===== config.mk =====
export PLATFORM = sky130hd
export DESIGN_NAME = tcsw_ctrl
export DESIGN_NICKNAME = d
export VERILOG_FILES = /design/src/hw/rtl/tcsw_pkg.sv /design/src/hw/rtl/tcsw_ctrl.sv
export SDC_FILE = /design/constraint.sdc
export NUM_CORES = 1
export LEC_CHECK = 0
export ABC_CLOCK_PERIOD_IN_PS = 6800
export BUFFER_PORTS_ARGS = -buffer_cell sky130_fd_sc_hd__buf_2
export CORE_MARGIN = 2
export CORE_UTILIZATION = 55
export CTS_CLUSTER_DIAMETER = 80
export DETAILED_ROUTE_END_ITERATION = 10
export PLACE_DENSITY_LB_ADDON = 0.25
export SLEW_MARGIN = 20
export SYNTH_ARGS = -nofsm -noshare
export SYNTH_HDL_FRONTEND = slang
export SYNTH_SLANG_ARGS = --single-unit

===== constraint.sdc =====
create_clock -name clk -period 6.8 [get_ports clk]
set_input_delay 2.04 -clock clk [delete_from_list [all_inputs] [get_ports clk]]
set_output_delay 2.04 -clock clk [all_outputs]
set_load 0.01 [all_outputs]

===== src/hw/rtl/tcsw_pkg.sv =====
// Shared types and defaults for the text cell screen writer.
`default_nettype none
package tcsw_pkg;

	localparam int SCREEN_ROWS_DEF = 24;
	localparam int SCREEN_COLS_DEF = 80;

	localparam logic [7:0] BLANK_CHAR = 8'h20;

	// One result transfer
	typedef struct packed {
		logic [7:0] cell_char;
		logic [7:0] cell_attr;
		logic [4:0] cursor_row;
		logic [6:0] cursor_col;
	} res_t;

endpackage
`default_nettype wire


===== src/hw/rtl/tcsw_ctrl.sv =====
// Command sequencer: cursor state, address unit and clear sweeps.
`default_nettype none
module tcsw_ctrl #(
	parameter int SCREEN_ROWS = tcsw_pkg::SCREEN_ROWS_DEF,
	parameter int SCREEN_COLS = tcsw_pkg::SCREEN_COLS_DEF,
	localparam int CELLS  = SCREEN_ROWS * SCREEN_COLS,
	localparam int ADDR_W = $clog2(CELLS),
	localparam int BASE_W = $clog2(CELLS + 1)
) (
	input  wire logic               clk,
	input  wire logic               arst_n,
	input  wire logic               in_valid,
	output logic                    in_ready,
	input  wire logic [3:0]         kind,
	input  wire logic [4:0]         row,
	input  wire logic [6:0]         col,
	input  wire logic [7:0]         char_code,
	input  wire logic [6:0]         color,
	input  wire logic               standout_on,
	input  wire logic               text_last,
	input  wire logic [6:0]         default_color,
	output logic                    res_valid,
	input  wire logic               res_ready,
	output tcsw_pkg::res_t          res,
	output logic                    mem_we,
	output logic                    mem_re,
	output logic [ADDR_W-1:0]       mem_addr,
	output logic [15:0]             mem_wdata,
	input  wire logic [15:0]        mem_rdata
);

	localparam logic [2:0] ST_INIT = 3'd0;
	localparam logic [2:0] ST_IDLE = 3'd1;
	localparam logic [2:0] ST_ADDR = 3'd2;
	localparam logic [2:0] ST_EXEC = 3'd3;
	localparam logic [2:0] ST_CLR  = 3'd4;
	localparam logic [2:0] ST_FIN  = 3'd5;

	localparam logic [3:0] K_MOVE  = 4'd0;
	localparam logic [3:0] K_GLYPH = 4'd1;
	localparam logic [3:0] K_TEXT  = 4'd2;
	localparam logic [3:0] K_COLOR = 4'd3;
	localparam logic [3:0] K_STAND = 4'd4;
	localparam logic [3:0] K_EOL   = 4'd5;
	localparam logic [3:0] K_BOT   = 4'd6;
	localparam logic [3:0] K_ALL   = 4'd7;
	localparam logic [3:0] K_READ  = 4'd8;

	localparam logic [ADDR_W-1:0] LAST_ADDR = ADDR_W'(CELLS - 1);
	localparam logic [ADDR_W-1:0] ADDR_ONE  = ADDR_W'(1);
	localparam logic [6:0]        LAST_COL  = 7'(SCREEN_COLS - 1);

	logic [2:0]        state_q;
	logic [3:0]        kind_q;
	logic [4:0]        row_q;
	logic [6:0]        col_q;
	logic [7:0]        ch_q;
	logic [6:0]        color_q;
	logic              so_q;
	logic              last_q;
	logic [4:0]        cur_row_q;
	logic [6:0]        cur_col_q;
	logic              standout_q;
	logic [6:0]        draw_color_q;
	logic              stopped_q;
	logic [BASE_W-1:0] base_q;
	logic              row_ok_q;
	logic              col_ok_q;
	logic [ADDR_W-1:0] swp_addr_q;
	logic [6:0]        swp_col_q;
	logic              swp_full_q;

	logic [4:0]        r_sel;
	logic [6:0]        c_sel;
	logic              row_ok;
	logic              col_ok;
	logic [7:0]        c_add;
	logic [BASE_W-1:0] base;
	logic              col_adv;
	logic              swp_end;
	logic              wr_cell;
	logic [6:0]        wr_color;

	// Address unit: row * cols + column (or + cols when the column is off screen)
	always_comb begin
		r_sel  = (kind_q == K_READ) ? row_q : cur_row_q;
		c_sel  = (kind_q == K_READ) ? col_q : cur_col_q;
		row_ok = {1'b0, r_sel} < 6'(SCREEN_ROWS);
		col_ok = {1'b0, c_sel} < 8'(SCREEN_COLS);
		c_add  = col_ok ? {1'b0, c_sel} : 8'(SCREEN_COLS);
		base   = BASE_W'(BASE_W'(r_sel) * BASE_W'(SCREEN_COLS) + BASE_W'(c_add));
	end

	assign col_adv = {1'b0, cur_col_q} < 8'(SCREEN_COLS - 1);
	assign swp_end = swp_full_q ? (swp_addr_q == LAST_ADDR) : (swp_col_q == LAST_COL);

	always_comb begin
		wr_cell = 1'b0;
		if (state_q == ST_EXEC && row_ok_q && col_ok_q) begin
			wr_cell = (kind_q == K_GLYPH) || (kind_q == K_TEXT && !stopped_q);
		end
	end

	assign wr_color  = (kind_q == K_TEXT) ? default_color : draw_color_q;
	assign in_ready  = (state_q == ST_IDLE);
	assign res_valid = (state_q == ST_FIN);
	assign mem_we    = wr_cell || state_q == ST_CLR || state_q == ST_INIT;
	assign mem_re    = (state_q == ST_EXEC) && (kind_q == K_READ) && row_ok_q && col_ok_q;
	assign mem_addr  = (state_q == ST_CLR || state_q == ST_INIT) ? swp_addr_q
		: base_q[ADDR_W-1:0];
	assign mem_wdata = (state_q == ST_CLR || state_q == ST_INIT)
		? {8'h00, tcsw_pkg::BLANK_CHAR} : {standout_q, wr_color, ch_q};

	always_comb begin
		res.cell_char  = 8'h00;
		res.cell_attr  = 8'h00;
		res.cursor_row = cur_row_q;
		res.cursor_col = cur_col_q;
		if (kind_q == K_READ) begin
			if (row_ok_q && col_ok_q) begin
				res.cell_char = mem_rdata[7:0];
				res.cell_attr = mem_rdata[15:8];
			end else begin
				res.cell_char = tcsw_pkg::BLANK_CHAR;
			end
		end
	end

	// Item fields, captured on the input transfer; address unit results, registered in ST_ADDR
	always_ff @(posedge clk) begin
		if (in_valid && in_ready) begin
			kind_q  <= kind;
			row_q   <= row;
			col_q   <= col;
			ch_q    <= char_code;
			color_q <= color;
			so_q    <= standout_on;
			last_q  <= text_last;
		end
		if (state_q == ST_ADDR) begin
			base_q   <= base;
			row_ok_q <= row_ok;
			col_ok_q <= col_ok;
		end
	end

	always_ff @(posedge clk or negedge arst_n) begin
		if (!arst_n) begin
			state_q      <= ST_INIT;
			cur_row_q    <= 5'd0;
			cur_col_q    <= 7'd0;
			standout_q   <= 1'b0;
			draw_color_q <= 7'd0;
			stopped_q    <= 1'b0;
			swp_addr_q   <= '0;
			swp_col_q    <= 7'd0;
			swp_full_q   <= 1'b1;
		end else begin
			unique case (state_q)
				ST_INIT: begin
					swp_addr_q <= swp_addr_q + ADDR_ONE;
					if (swp_addr_q == LAST_ADDR) begin
						state_q <= ST_IDLE;
					end
				end
				ST_IDLE: begin
					if (in_valid) begin
						state_q <= ST_ADDR;
					end
				end
				ST_ADDR: begin
					state_q <= ST_EXEC;
				end
				ST_EXEC: begin
					state_q <= ST_FIN;
					if (kind_q != K_TEXT) begin
						stopped_q <= 1'b0;
					end
					unique case (kind_q)
						K_MOVE: begin
							cur_row_q <= row_q;
							cur_col_q <= col_q;
						end
						K_GLYPH: begin
							if (col_adv) begin
								cur_col_q <= cur_col_q + 7'd1;
							end
						end
						K_TEXT: begin
							draw_color_q <= default_color;
							if (!stopped_q) begin
								if (col_adv) begin
									cur_col_q <= cur_col_q + 7'd1;
								end else if (!last_q) begin
									stopped_q <= 1'b1;
								end
							end
							if (last_q) begin
								stopped_q <= 1'b0;
							end
						end
						K_COLOR: draw_color_q <= color_q;
						K_STAND: standout_q <= so_q;
						K_EOL: begin
							swp_addr_q <= base_q[ADDR_W-1:0];
							swp_col_q  <= cur_col_q;
							swp_full_q <= 1'b0;
							if (row_ok_q && col_ok_q) begin
								state_q <= ST_CLR;
							end
						end
						K_BOT: begin
							swp_addr_q <= base_q[ADDR_W-1:0];
							swp_col_q  <= cur_col_q;
							swp_full_q <= 1'b1;
							if (row_ok_q && base_q < BASE_W'(CELLS)) begin
								state_q <= ST_CLR;
							end
						end
						K_ALL: begin
							swp_addr_q <= '0;
							swp_full_q <= 1'b1;
							cur_row_q  <= 5'd0;
							cur_col_q  <= 7'd0;
							standout_q <= 1'b0;
							state_q    <= ST_CLR;
						end
						default: ;
					endcase
				end
				ST_CLR: begin
					swp_addr_q <= swp_addr_q + ADDR_ONE;
					swp_col_q  <= swp_col_q + 7'd1;
					if (swp_end) begin
						state_q <= ST_FIN;
					end
				end
				ST_FIN: begin
					if (res_ready) begin
						state_q <= ST_IDLE;
					end
				end
				default: state_q <= ST_IDLE;
			endcase
		end
	end

endmodule
`default_nettype wire

Yosys cells after proc, flatten, opt, wreduce, memory -nomap -nowiden
Cells that the tools add are included.
{"block": "totals", "ff_bits": 89, "in_bits": 60, "out_inout_bits": 59, "wordCells": 120}
{"block": "op_classes", "add_sub_neg": 4, "n_mul": 1, "order_cmp": 4, "n_eq_ne": 23, "mux": 35, "n_reduce_logical": 34}
{"op": "case mux 11 bit (2 select lines)", "n": 2}
{"op": "2-to-1 mux 7 bit", "n": 6}
{"op": "2-to-1 mux 16 bit", "n": 2}
{"op": "case mux 7 bit (2 select lines)", "n": 2}
{"op": "case mux 7 bit (4 select lines)", "n": 1}
{"op": "case mux 3 bit (6 select lines)", "n": 1}
{"op": "== test 4 x 3 -> 1 bit (second input constant)", "n": 4}
{"op": "2-to-1 mux 8 bit", "n": 2}
{"op": "adder 7 x 1 -> 7 bit (second input constant)", "n": 2}
{"op": "< comparator 7 bit (second input constant)", "n": 2}
{"op": "2-to-1 mux 3 bit", "n": 4}
{"op": "AND reduction 2 bit", "n": 6}
{"op": "nonzero test 2 bit", "n": 6}
{"op": "adder 11 x 1 -> 11 bit (second input constant)", "n": 1}
{"op": "adder 11 x 7 -> 11 bit", "n": 1}
{"op": "== test 11 bit (second input constant)", "n": 1}
{"op": "< comparator 11 bit (second input constant)", "n": 1}
{"op": "2-to-1 mux 11 bit", "n": 1}
{"op": "inequality test 2 bit (second input constant)", "n": 5}
{"op": "case mux 5 bit (2 select lines)", "n": 1}
{"op": "logical AND 1 bit", "n": 9}
{"op": "2-to-1 mux 1 bit", "n": 9}
{"op": "== test 4 x 2 -> 1 bit (second input constant)", "n": 2}
{"op": "== test 7 bit (second input constant)", "n": 1}
{"op": "21 further kinds", "n": 29}

Longest topological paths before layout
Gate-level depths: netlist of the first run.
{"block": "depth", "depth_word": 6, "mapped_depth": 14, "ltp_nobuf": 11}

Worst setup path before layout of the first run
Ideal clock, no wire load.
{"block": "synth_path", "kind": "input to output", "from": "input port default_color[2]", "to": "output port mem_wdata[10]", "arrival_time_ps": 2288, "t_required_ps": 4760, "path_slack_ps": 2472, "stages": 2, "path_buffers": 0, "path_cell_list": "nand2_1 a21oi_1"}
{"block": "synth_via", "elab_chain_len": 2}
{"element": "start: declaration", "line": "tcsw_ctrl.sv:21", "rtl": "input wire logic [6:0] default_color,"}
{"element": "2-to-1 mux 7 bit", "line": "tcsw_ctrl.sv:104", "rtl": "assign wr_color = (kind_q == K_TEXT) ? default_color : draw_color_q;"}
{"element": "2-to-1 mux 16 bit", "line": "tcsw_ctrl.sv:112", "rtl": "? {8'h00, tcsw_pkg::BLANK_CHAR} : {standout_q, wr_color, ch_q};"}
{"element": "end: declaration", "line": "tcsw_ctrl.sv:28", "rtl": "output logic [15:0] mem_wdata,"}
No other way between the ends.

Worst setup path in the final report of the first run
{"block": "layout_path", "from": "register kind_q[1]", "to": "output port mem_we"}
{"block": "layout_via", "elab_chain_len": 6, "word_cells_on_any_way": 7, "cone_classes": "eq/ne: 2; mux: 1; reduce/logical: 4"}
{"element": "start: declaration", "line": "tcsw_ctrl.sv:54", "rtl": "logic [3:0] kind_q;"}
{"element": "start signal: assignment", "line": "tcsw_ctrl.sv:132", "rtl": "kind_q <= kind;"}
{"element": "== test 4 x 2 -> 1 bit", "line": "tcsw_ctrl.sv:100", "rtl": "wr_cell = (kind_q == K_GLYPH) || (kind_q == K_TEXT && !stopped_q);"}
{"element": "logical AND 1 bit", "line": "tcsw_ctrl.sv:100"}
{"element": "logical OR 1 bit *", "line": "tcsw_ctrl.sv:100"}
{"element": "2-to-1 mux 1 bit *", "line": "tcsw_ctrl.sv:99", "rtl": "if (state_q == ST_EXEC && row_ok_q && col_ok_q) begin"}
{"element": "logical OR 1 bit * (2 in series)", "line": "tcsw_ctrl.sv:107", "rtl": "assign mem_we = wr_cell || state_q == ST_CLR || state_q == ST_INIT;"}
{"element": "end: declaration", "line": "tcsw_ctrl.sv:25", "rtl": "output logic mem_we,"}
Every way passes the cells marked *; elsewhere a longest branch is shown, timed or not.

==> flow_summary.json, run 1 <==
{
  "status": "finished clean",
  "setup_viol": 0,
  "die_h_um": 98.0,
  "hpwl_mm": 8.45,
  "grt_pass1_wl_mm": 19.2,
  "num_vias": 4212,
  "path_cells": "xnor2_1, nor3_1, nand4_1, o21ai_0, buf_2",
  "r2r-end": "base_q[10]",
  "gp_congestion": 0.937,
  "syn_to_final_growth_pct": 16.9,
  "crit_buf_inv": 1,
  "syn-num-nets": 568,
  "crit_required_ps": 4760,
  "hold_viol": 0,
  "finalSetupTns_ps": 0,
  "overflow": 0,
  "setup_ws_ps": 2070,
  "cts_made_buffers": 9,
  "final.period_utilization": 0.695,
  "ys_types": 63,
  "post_cts_buffers": 0,
  "synth_seq_cells": 89,
  "via_per_inst": 5.95,
  "core_area_um2": 8640,
  "antenna_cells": 0,
  "wl_per_cell_um": 16.6,
  "slew_viol_final": 0,
  "r2r_slack_ps": 3220,
  "relSlewSlack": 0.295,
  "drc": 0,
  "io_buffer_count": 118,
  "rr_startpoint": "kind_q[1]",
  "drive_above_1_share": 0.258,
  "setup.worst_path.class": "reg2out",
  "antenna_found_initial": 0,
  "cts_tree": "built",
  "max_clock_freq_ghz": 0.212,
  "ys_async_sr_fraction": 0.483,
  "cpLargestDelayFamily": "simple AND/OR/NAND/NOR gates",
  "startpoint_type": "flip-flop",
  "worstMarginPinSlew_ps": 1050,
  "start_util": 0.562,
  "path_max_fanout": 15,
  "clock_sinks": 89,
  "endpoint_kind": "output port",
  "synth_cells": 494,
  "drt-total-wl_mm": 11.8,
  "clk_pin_slew_worst_paths_ps": 90,
  "synth_ff_type": "edfxtp_1",
  "rows": 34,
  "reg2reg_depth": 9,
  "worstSkewPairLatency_ps": 370,
  "min_to": "draw_color_q[0]",
  "die_area_um2": 9600,
  "root_buffer": "clkbuf_8",
  "groute.usage.overall": 0.249,
  "cts-htree-levels": 3,
  "num_io_pins": 119,
  "max_stage_delay_ps": 730,
  "cts_hold_buffers": 0,
  "dieWidth_um": 98.0,
  "drtPass1Iterations": 5,
  "arrival_ps": 2690,
  "synth_edf_count": 46,
  "ant_nets": 0,
  "min_path_type": "reg2reg",
  "cts_max_path_buffers": 2,
  "peakVddDrop_mv": 0.188,
  "place_ws_ps": 2290,
  "grt_max_degree": 44,
  "whs_path_depth": 2,
  "startpoint": "kind_q[1]",
  "pwr_density_cell_nw_per_um2": 414,
  "crit_slowest_cell": "nor3_1",
  "syn_area_um2": 4860,
  "final_nets": 669,
  "rsz0062_at_grt": "no",
  "finClkSkew_ps": 10.0,
  "p_leak_uw": 0.00253,
  "first_iter_violations": 303,
  "syn_area_per_cell_um2": 9.83,
  "cts_resized": 0,
  "cap_violations": 0,
  "min_from": "draw_color_q[0]",
  "yosysSeqAreaShare": 0.506,
  "grt_pass1_vias": 4022,
  "period_minus_slack_ps": 4730,
  "ys_warn_count": 0
}
==> placed cells by master, fill, tap and decap left out, drive strengths merged, types with 3 or more instances in the layout <==
master    n
a211oi    6
clkbuf    9
nor3      7
buf     119
a31oi    11
a21o      3
ha       12
and3      6
nor2     19
o221a     4
edfxtp   46
xor2      4
nand2b    3
o21ai    29
nand3    19
or2       3
mux2i     8
dfrtp    42
nand2   105
o211ai    5
xnor2     5
nand4    10
inv       8
and4      5
and2     27
o22a      4
mux2      5
a21oi    33
nand3b    4
nor2b     3
==> routing by layer <==
layer | wire [um] | up-vias | global-route usage
met1 | 4880 | 1984 | 0.338
li1 | - | 1989 | -
met3 | 1160 | 20 | 0.0637
met4 | 154 | 0 | 0.0673
met5 | 0 | - | 0
met2 | 5560 | 219 | 0.400
==> worst max-delay path by stage <==
| stage | to | slack (ps) | cells after the start |
|---|---|---|---|
| after floorplan | mem_wdata[10] | 2470 | 2 |
| after global placement | mem_wdata[14] | 2320 | 4 |
| after detailed placement | mem_wdata[9] | 2290 | 4 |
| after CTS | mem_we | 2200 | 5 |
| after global routing | mem_we | 1870 | 5 |
| final | mem_we | 2070 | 5 |
==> report_power, final <==
part | internal, uW | switching [uW] | total [uW] | leakage (uW)
Sequential | 781 | 210 | 991 | 0.000928
Combinational | 395 | 565 | 960 | 0.00149
Clock | 207 | 195 | 402 | 0.000105
==> cells in the mapped netlist (7+ instances only) <==
cell	number	area, um2
nand4_1	10	62.6
nor2_1	18	67.6
nand2_1	105	394
a31oi_1	11	68.8
dfrtp_1	42	1050
buf_2	10	50.1
clkbuf_1	14	52.6
ha_1	12	150
edfxtp_1	46	1380
and2_1	27	169
a21oi_1	33	165
nand3_1	19	95.1
mux2i_1	8	80.1
o21ai_0	28	140
nor3_1	7	35.0
==> flip-flops by register name, indices dropped and copies added (netlist names), 4 cells and up <==
name          count
base_q           11
swp_addr_q       11
ch_q              8
col_q             7
color_q           7
cur_col_q         7
draw_color_q      7
swp_col_q         7
cur_row_q         5
row_q             5
kind_q            4
==> through the flow <==
step,instances,cell area (um2),hold WS [ps],total power (uW),util
3_5_place_dp,692,5460,473,1940,0.632
3_3_place_gp,692,5460,468,1900,0.632
5_1_grt,708,5680,513,2510,0.658
4_1_cts,708,5670,493,2350,0.657
6_report,708,5680,488,2350,0.658
2_1_floorplan,494,4860,450,1600,-
==> final cells by class <==
type	count	area [um2]
Clock buffer	9	124
Timing Repair Buffer	119	601
Sequential cell	89	2460
Tap cell	108	135
Clock inverter	7	92.6
Fill cell	707	2960
Multi-Input combinational cell	370	2250
Inverter	6	22.5
==> cells by family (layout without fill, tap and decap cells) <==
family / Yosys count / after routing / synth area share
buffers and inverters: 35 / 141 / 0.0330
and+or+nand+nor: 220 / 220 / 0.224
DFF: 89 / 89 / 0.506
xor gates and xnor gates: 9 / 9 / 0.0178
AOI/OAI and AO/OA: 114 / 114 / 0.151
muxes: 13 / 13 / 0.0289
adders and majority gates: 14 / 14 / 0.0392
==> worst register-to-register path, delay by kind of cell (launching register included) <==
family | cells | cell delay, ps
adder cells (fa/ha/maj) | 3 | 910
multiplexers | 1 | 360
flip-flops | 1 | 620
AND/OR/NAND/NOR | 2 | 900
XOR/XNOR | 3 | 550
(Power assumes the default switching activity.)
==> run 2: changes to the inputs <==
Settings changed: ABC_CLOCK_PERIOD_IN_PS 6800 to 4200, CORE_UTILIZATION 55 to 49.
Clock period 6.8 ns to 4.2 ns, I/O delays scaled along.
==> flow_summary.json, run 2 (synthesis gave the netlist of run 1 again) <==
{
  "status": "finished clean",
  "num_io_pins": 119,
  "arrival_ps": 2310,
  "peakVddDrop_mv": 0.315,
  "start_util": 0.502,
  "max_stage_delay_ps": 590,
  "worstSetupEndpoint": "mem_wdata[14]",
  "whs_ps": 496,
  "cts_tree": "built",
  "groute.usage.overall": 0.225,
  "p_leak_uw": 0.00254,
  "startpoint": "kind_q[2]",
  "wl_per_cell_um": 16.3,
  "period_minus_slack_ps": 3570,
  "rows": 36,
  "startpoint_type": "flip-flop",
  "final_cell_mix": "buf_2 (117), nand2_1 (105), edfxtp_1 (46)",
  "setup.worst_path.class": "reg2out",
  "io_buffer_count": 118,
  "rsz0062_at_grt": "no",
  "die_h_um": 104,
  "antenna_cells": 0,
  "crit_slowest_cell": "nor2_1",
  "crit_required_ps": 2940,
  "r2r-end": "base_q[10]",
  "worstSkewPairLatency_ps": 370,
  "fillCellCount": 868,
  "num_vias": 4159,
  "via_per_inst": 5.66,
  "root_buffer": "clkbuf_8",
  "drt-total-wl_mm": 11.9,
  "cts_made_buffers": 9,
  "path_max_fanout": 13,
  "grt_max_degree": 44,
  "syn_to_final_growth_pct": 17.6,
  "cap_violations": 0,
  "path_cells": "nor2_1, and2_1, nand2_1, a21oi_1, buf_2",
  "placed_area_um2": 5500,
  "die_area_um2": 10700,
  "final.period_utilization": 0.849,
  "final_common_cell": "buf_2",
  "met1_length_mm": 5.13,
  "cts_max_path_buffers": 2,
  "gp_congestion": 0.909,
  "reg_top3": "base_q (11), swp_addr_q (11), ch_q (8)",
  "stdcell_area_um2": 5710,
  "core_area_um2": 9680,
  "r2r_slack_ps": 690,
  "dieWidth_um": 104,
  "place_ws_ps": 704,
  "cts_resized": 0,
  "ant_nets": 0,
  "min_path_type": "reg2reg",
  "finClkSkew_ps": 15.5,
  "reg2reg_depth": 9,
  "max_clock_freq_ghz": 0.280,
  "overflow": 0,
  "drc": 0,
  "pwr_density_cell_nw_per_um2": 664,
  "final_nets": 671,
  "slew_viol_final": 0,
  "cts-htree-levels": 3,
  "hold_viol": 0,
  "relSlewSlack": 0.309,
  "drive_above_1_share": 0.261,
  "met3_length_um": 801,
  "dr.max_layer_used": "met4",
  "path_depth": 5,
  "hpwl_mm": 8.72,
  "wl_met2_mm": 5.85,
  "worstMarginPinSlew_ps": 1030,
  "cts_hold_buffers": 0,
  "drtPass1Iterations": 5,
  "crit_buf_inv": 1,
  "cpLargestDelayFamily": "simple AND/OR/NAND/NOR gates",
  "clock_sinks": 89,
  "post_cts_buffers": 0,
  "finalSetupTns_ps": 0,
  "first_iter_violations": 307,
  "clk_pin_slew_worst_paths_ps": 80,
  "antenna_found_initial": 0,
  "setup_ws_ps": 634,
  "grt_pass1_wl_mm": 19.3,
  "endpoint_kind": "output port",
  "grt_pass1_vias": 3873,
  "setup_viol": 0,
  "rr_startpoint": "kind_q[1]"
}
-- run 2: how the worst min path moves through the flow --
stage,start,end,slack [ps],cells past startpoint
2_1_floorplan,draw_color_q[0],draw_color_q[0],450,2
3_3_place_gp,draw_color_q[4],draw_color_q[4],470,2
3_5_place_dp,draw_color_q[1],draw_color_q[1],470,2
4_1_cts,draw_color_q[1],draw_color_q[1],490,2
5_1_grt,draw_color_q[0],draw_color_q[0],520,2
6_report,draw_color_q[1],draw_color_q[1],500,2
-- run 2: per-layer routing --
layer / global-route usage / vias to the layer above
met2: 0.376 / 148
met3: 0.0340 / 15
met1: 0.302 / 1998
met4: 0.0801 / 0
li1: - / 1998
met5: 0 / -
-- run 2: cell type report --
class | instances | area [um2] | share of cell area
Inverter | 6 | 22.5 | 0.00394
Clock buffer | 10 | 128 | 0.0223
Clock inverter | 6 | 82.6 | 0.0145
Tap cell | 133 | 166 | 0.0291
Multi-Input combinational cell | 370 | 2240 | 0.392
Sequential cell | 89 | 2460 | 0.430
Timing Repair Buffer | 121 | 616 | 0.108
-- run 2: stage by stage --
stage	total power, uW	instances	util
after floorplan	2590	494	-
after global placement	3100	719	0.568
after detailed placement	3160	719	0.568
after CTS	3800	735	0.590
after global routing	4060	735	0.590
final	3800	735	0.590
-- run 2: worst register-to-register path, cell delays in order (launching register included) --
cell      delay (ps)
edfxtp_1         610
or4b_4           750
mux2_2           350
ha_1             280
ha_1             230
fa_1             390
xor2_1           230
nand4_1          140
xnor2_1          200
xnor2_1           80
-- run 2: report_power, final --
| group | internal [uW] | switching, uW |
|---|---|---|
| logic | 646 | 902 |
| clock network | 332 | 301 |
| registers | 1260 | 349 |
| total | 2240 | 1550 |
==> run 3: changes to the inputs <==
Settings changed: ABC_CLOCK_PERIOD_IN_PS 4200 to 3600, CORE_UTILIZATION 49 to 54.
Clock period 4.2 ns to 3.6 ns, I/O delays scaled along.
==> flow_summary.json, run 3 (synthesis gave the netlist of run 1 again) <==
{
  "final.period_utilization": 0.922,
  "overflow": 0,
  "io_buffer_count": 118,
  "cts-htree-levels": 3,
  "cts_tree": "built",
  "post_cts_buffers": 0,
  "final_cell_mix": "buf_2 (117), nand2_1 (105), edfxtp_1 (46)",
  "drtPass1Iterations": 6,
  "startpoint_type": "flip-flop",
  "clk_pin_slew_worst_paths_ps": 90,
  "hpwl_mm": 8.76,
  "p_leak_uw": 0.00255,
  "cts_resized": 0,
  "wl_per_cell_um": 16.6,
  "place_ws_ps": 297,
  "gp_congestion": 0.934,
  "max_clock_freq_ghz": 0.301,
  "die_area_um2": 9770,
  "rsz0062_at_grt": "no",
  "dp_cells": 701,
  "ant_nets": 0,
  "antenna_cells": 0,
  "peakVddDrop_mv": 0.385,
  "crit_required_ps": 3720,
  "endpoint_kind": "flip-flop",
  "slew_viol_final": 0,
  "max_stage_delay_ps": 630,
  "drt-total-wl_mm": 11.9,
  "grt_pass1_wl_mm": 19.2,
  "hold_viol": 0,
  "setup.worst_path.class": "reg2reg",
  "instances_no_fill": 717,
  "setup_ws_ps": 279,
  "groute.usage.overall": 0.246,
  "crit_slowest_cell": "or4b_4",
  "num_vias": 4188,
  "cpLargestDelayFamily": "adder cells",
  "grt_pass1_vias": 4022,
  "syn_to_final_growth_pct": 17.7,
  "fillCellCount": 733,
  "start_util": 0.557,
  "cts_max_path_buffers": 2,
  "pwr_density_cell_nw_per_um2": 771,
  "cts_hold_buffers": 0,
  "worstMarginPinSlew_ps": 1000,
  "min_path_type": "reg2reg",
  "arrival_ps": 3440,
  "worstSkewPairLatency_ps": 360,
  "reg_top3": "base_q (11), swp_addr_q (11), ch_q (8)",
  "root_buffer": "clkbuf_8",
  "crit_buf_inv": 0,
  "die_h_um": 98.8,
  "status": "finished clean",
  "finalSetupTns_ps": 0,
  "via_per_inst": 5.84,
  "path_max_fanout": 16,
  "finClkSkew_ps": 9.47,
  "num_io_pins": 119,
  "core_area_um2": 8720,
  "antenna_found_initial": 0,
  "drc": 0,
  "cap_violations": 0,
  "dieWidth_um": 98.8,
  "cts_made_buffers": 9,
  "period_minus_slack_ps": 3320,
  "relSlewSlack": 0.328,
  "first_iter_violations": 323,
  "p_total_uw": 4410,
  "path_cells": "or4b_4, mux2_2, ha_1, ha_1, fa_1, xor2_1, nand4_1, xnor2_1, xnor2_1",
  "final_common_cell": "buf_2",
  "clock_sinks": 89,
  "grt_max_degree": 44,
  "rows": 34,
  "drive_above_1_share": 0.271,
  "setup_viol": 0,
  "final_nets": 678
}
## run 3: final timing paths
kind                            startpoint              end  slack, ps  cells past startpoint
max in group asynchronous           arst_n     cur_row_q[1]       2490                      1
min in group asynchronous           arst_n  draw_color_q[5]        720                      1
min reg2reg                draw_color_q[1]  draw_color_q[1]        490                      2
max reg2reg                      kind_q[3]       base_q[10]        280                      9
min                        draw_color_q[1]  draw_color_q[1]        490                      2
max                              kind_q[3]       base_q[10]        280                      9
## run 3: stage by stage
step	hold slack [ps]	area, um2	utilization
2_1_floorplan	450	4860	-
3_3_place_gp	467	5520	0.633
3_5_place_dp	470	5520	0.633
4_1_cts	490	5720	0.656
5_1_grt	507	5720	0.656
6_report	487	5720	0.656
## run 3: power breakdown
part	switching [uW]	internal (uW)	total, uW
registers	355	1480	1830
logic	1120	783	1900
clock network	357	322	680
total	1830	2580	4410
## run 3: metal layers
metal  vias to the layer above  global-route usage  routed length [um]
li1                       2010                   -                   -
met1                      1980               0.320                5020
met2                       178               0.409                5640
met3                        20              0.0745                1090
met4                         0              0.0590                 187
met5                         -                   0                   0
## run 3: final cells by class
class / instances / area [um2] / area share
multi-input combinational: 370 / 2240 / 0.392
sequential: 89 / 2460 / 0.430
tap: 108 / 135 / 0.0236
clock inverter: 6 / 66.3 / 0.0116
timing repair buffer: 128 / 668 / 0.117
clock buffer: 10 / 128 / 0.0223
inverter: 6 / 22.5 / 0.00394
## run 3: worst min-delay path, cell delays in order, from the launching register on
cell,delay (ps)
dfrtp_1,350
nand2_1,50
o21ai_0,60
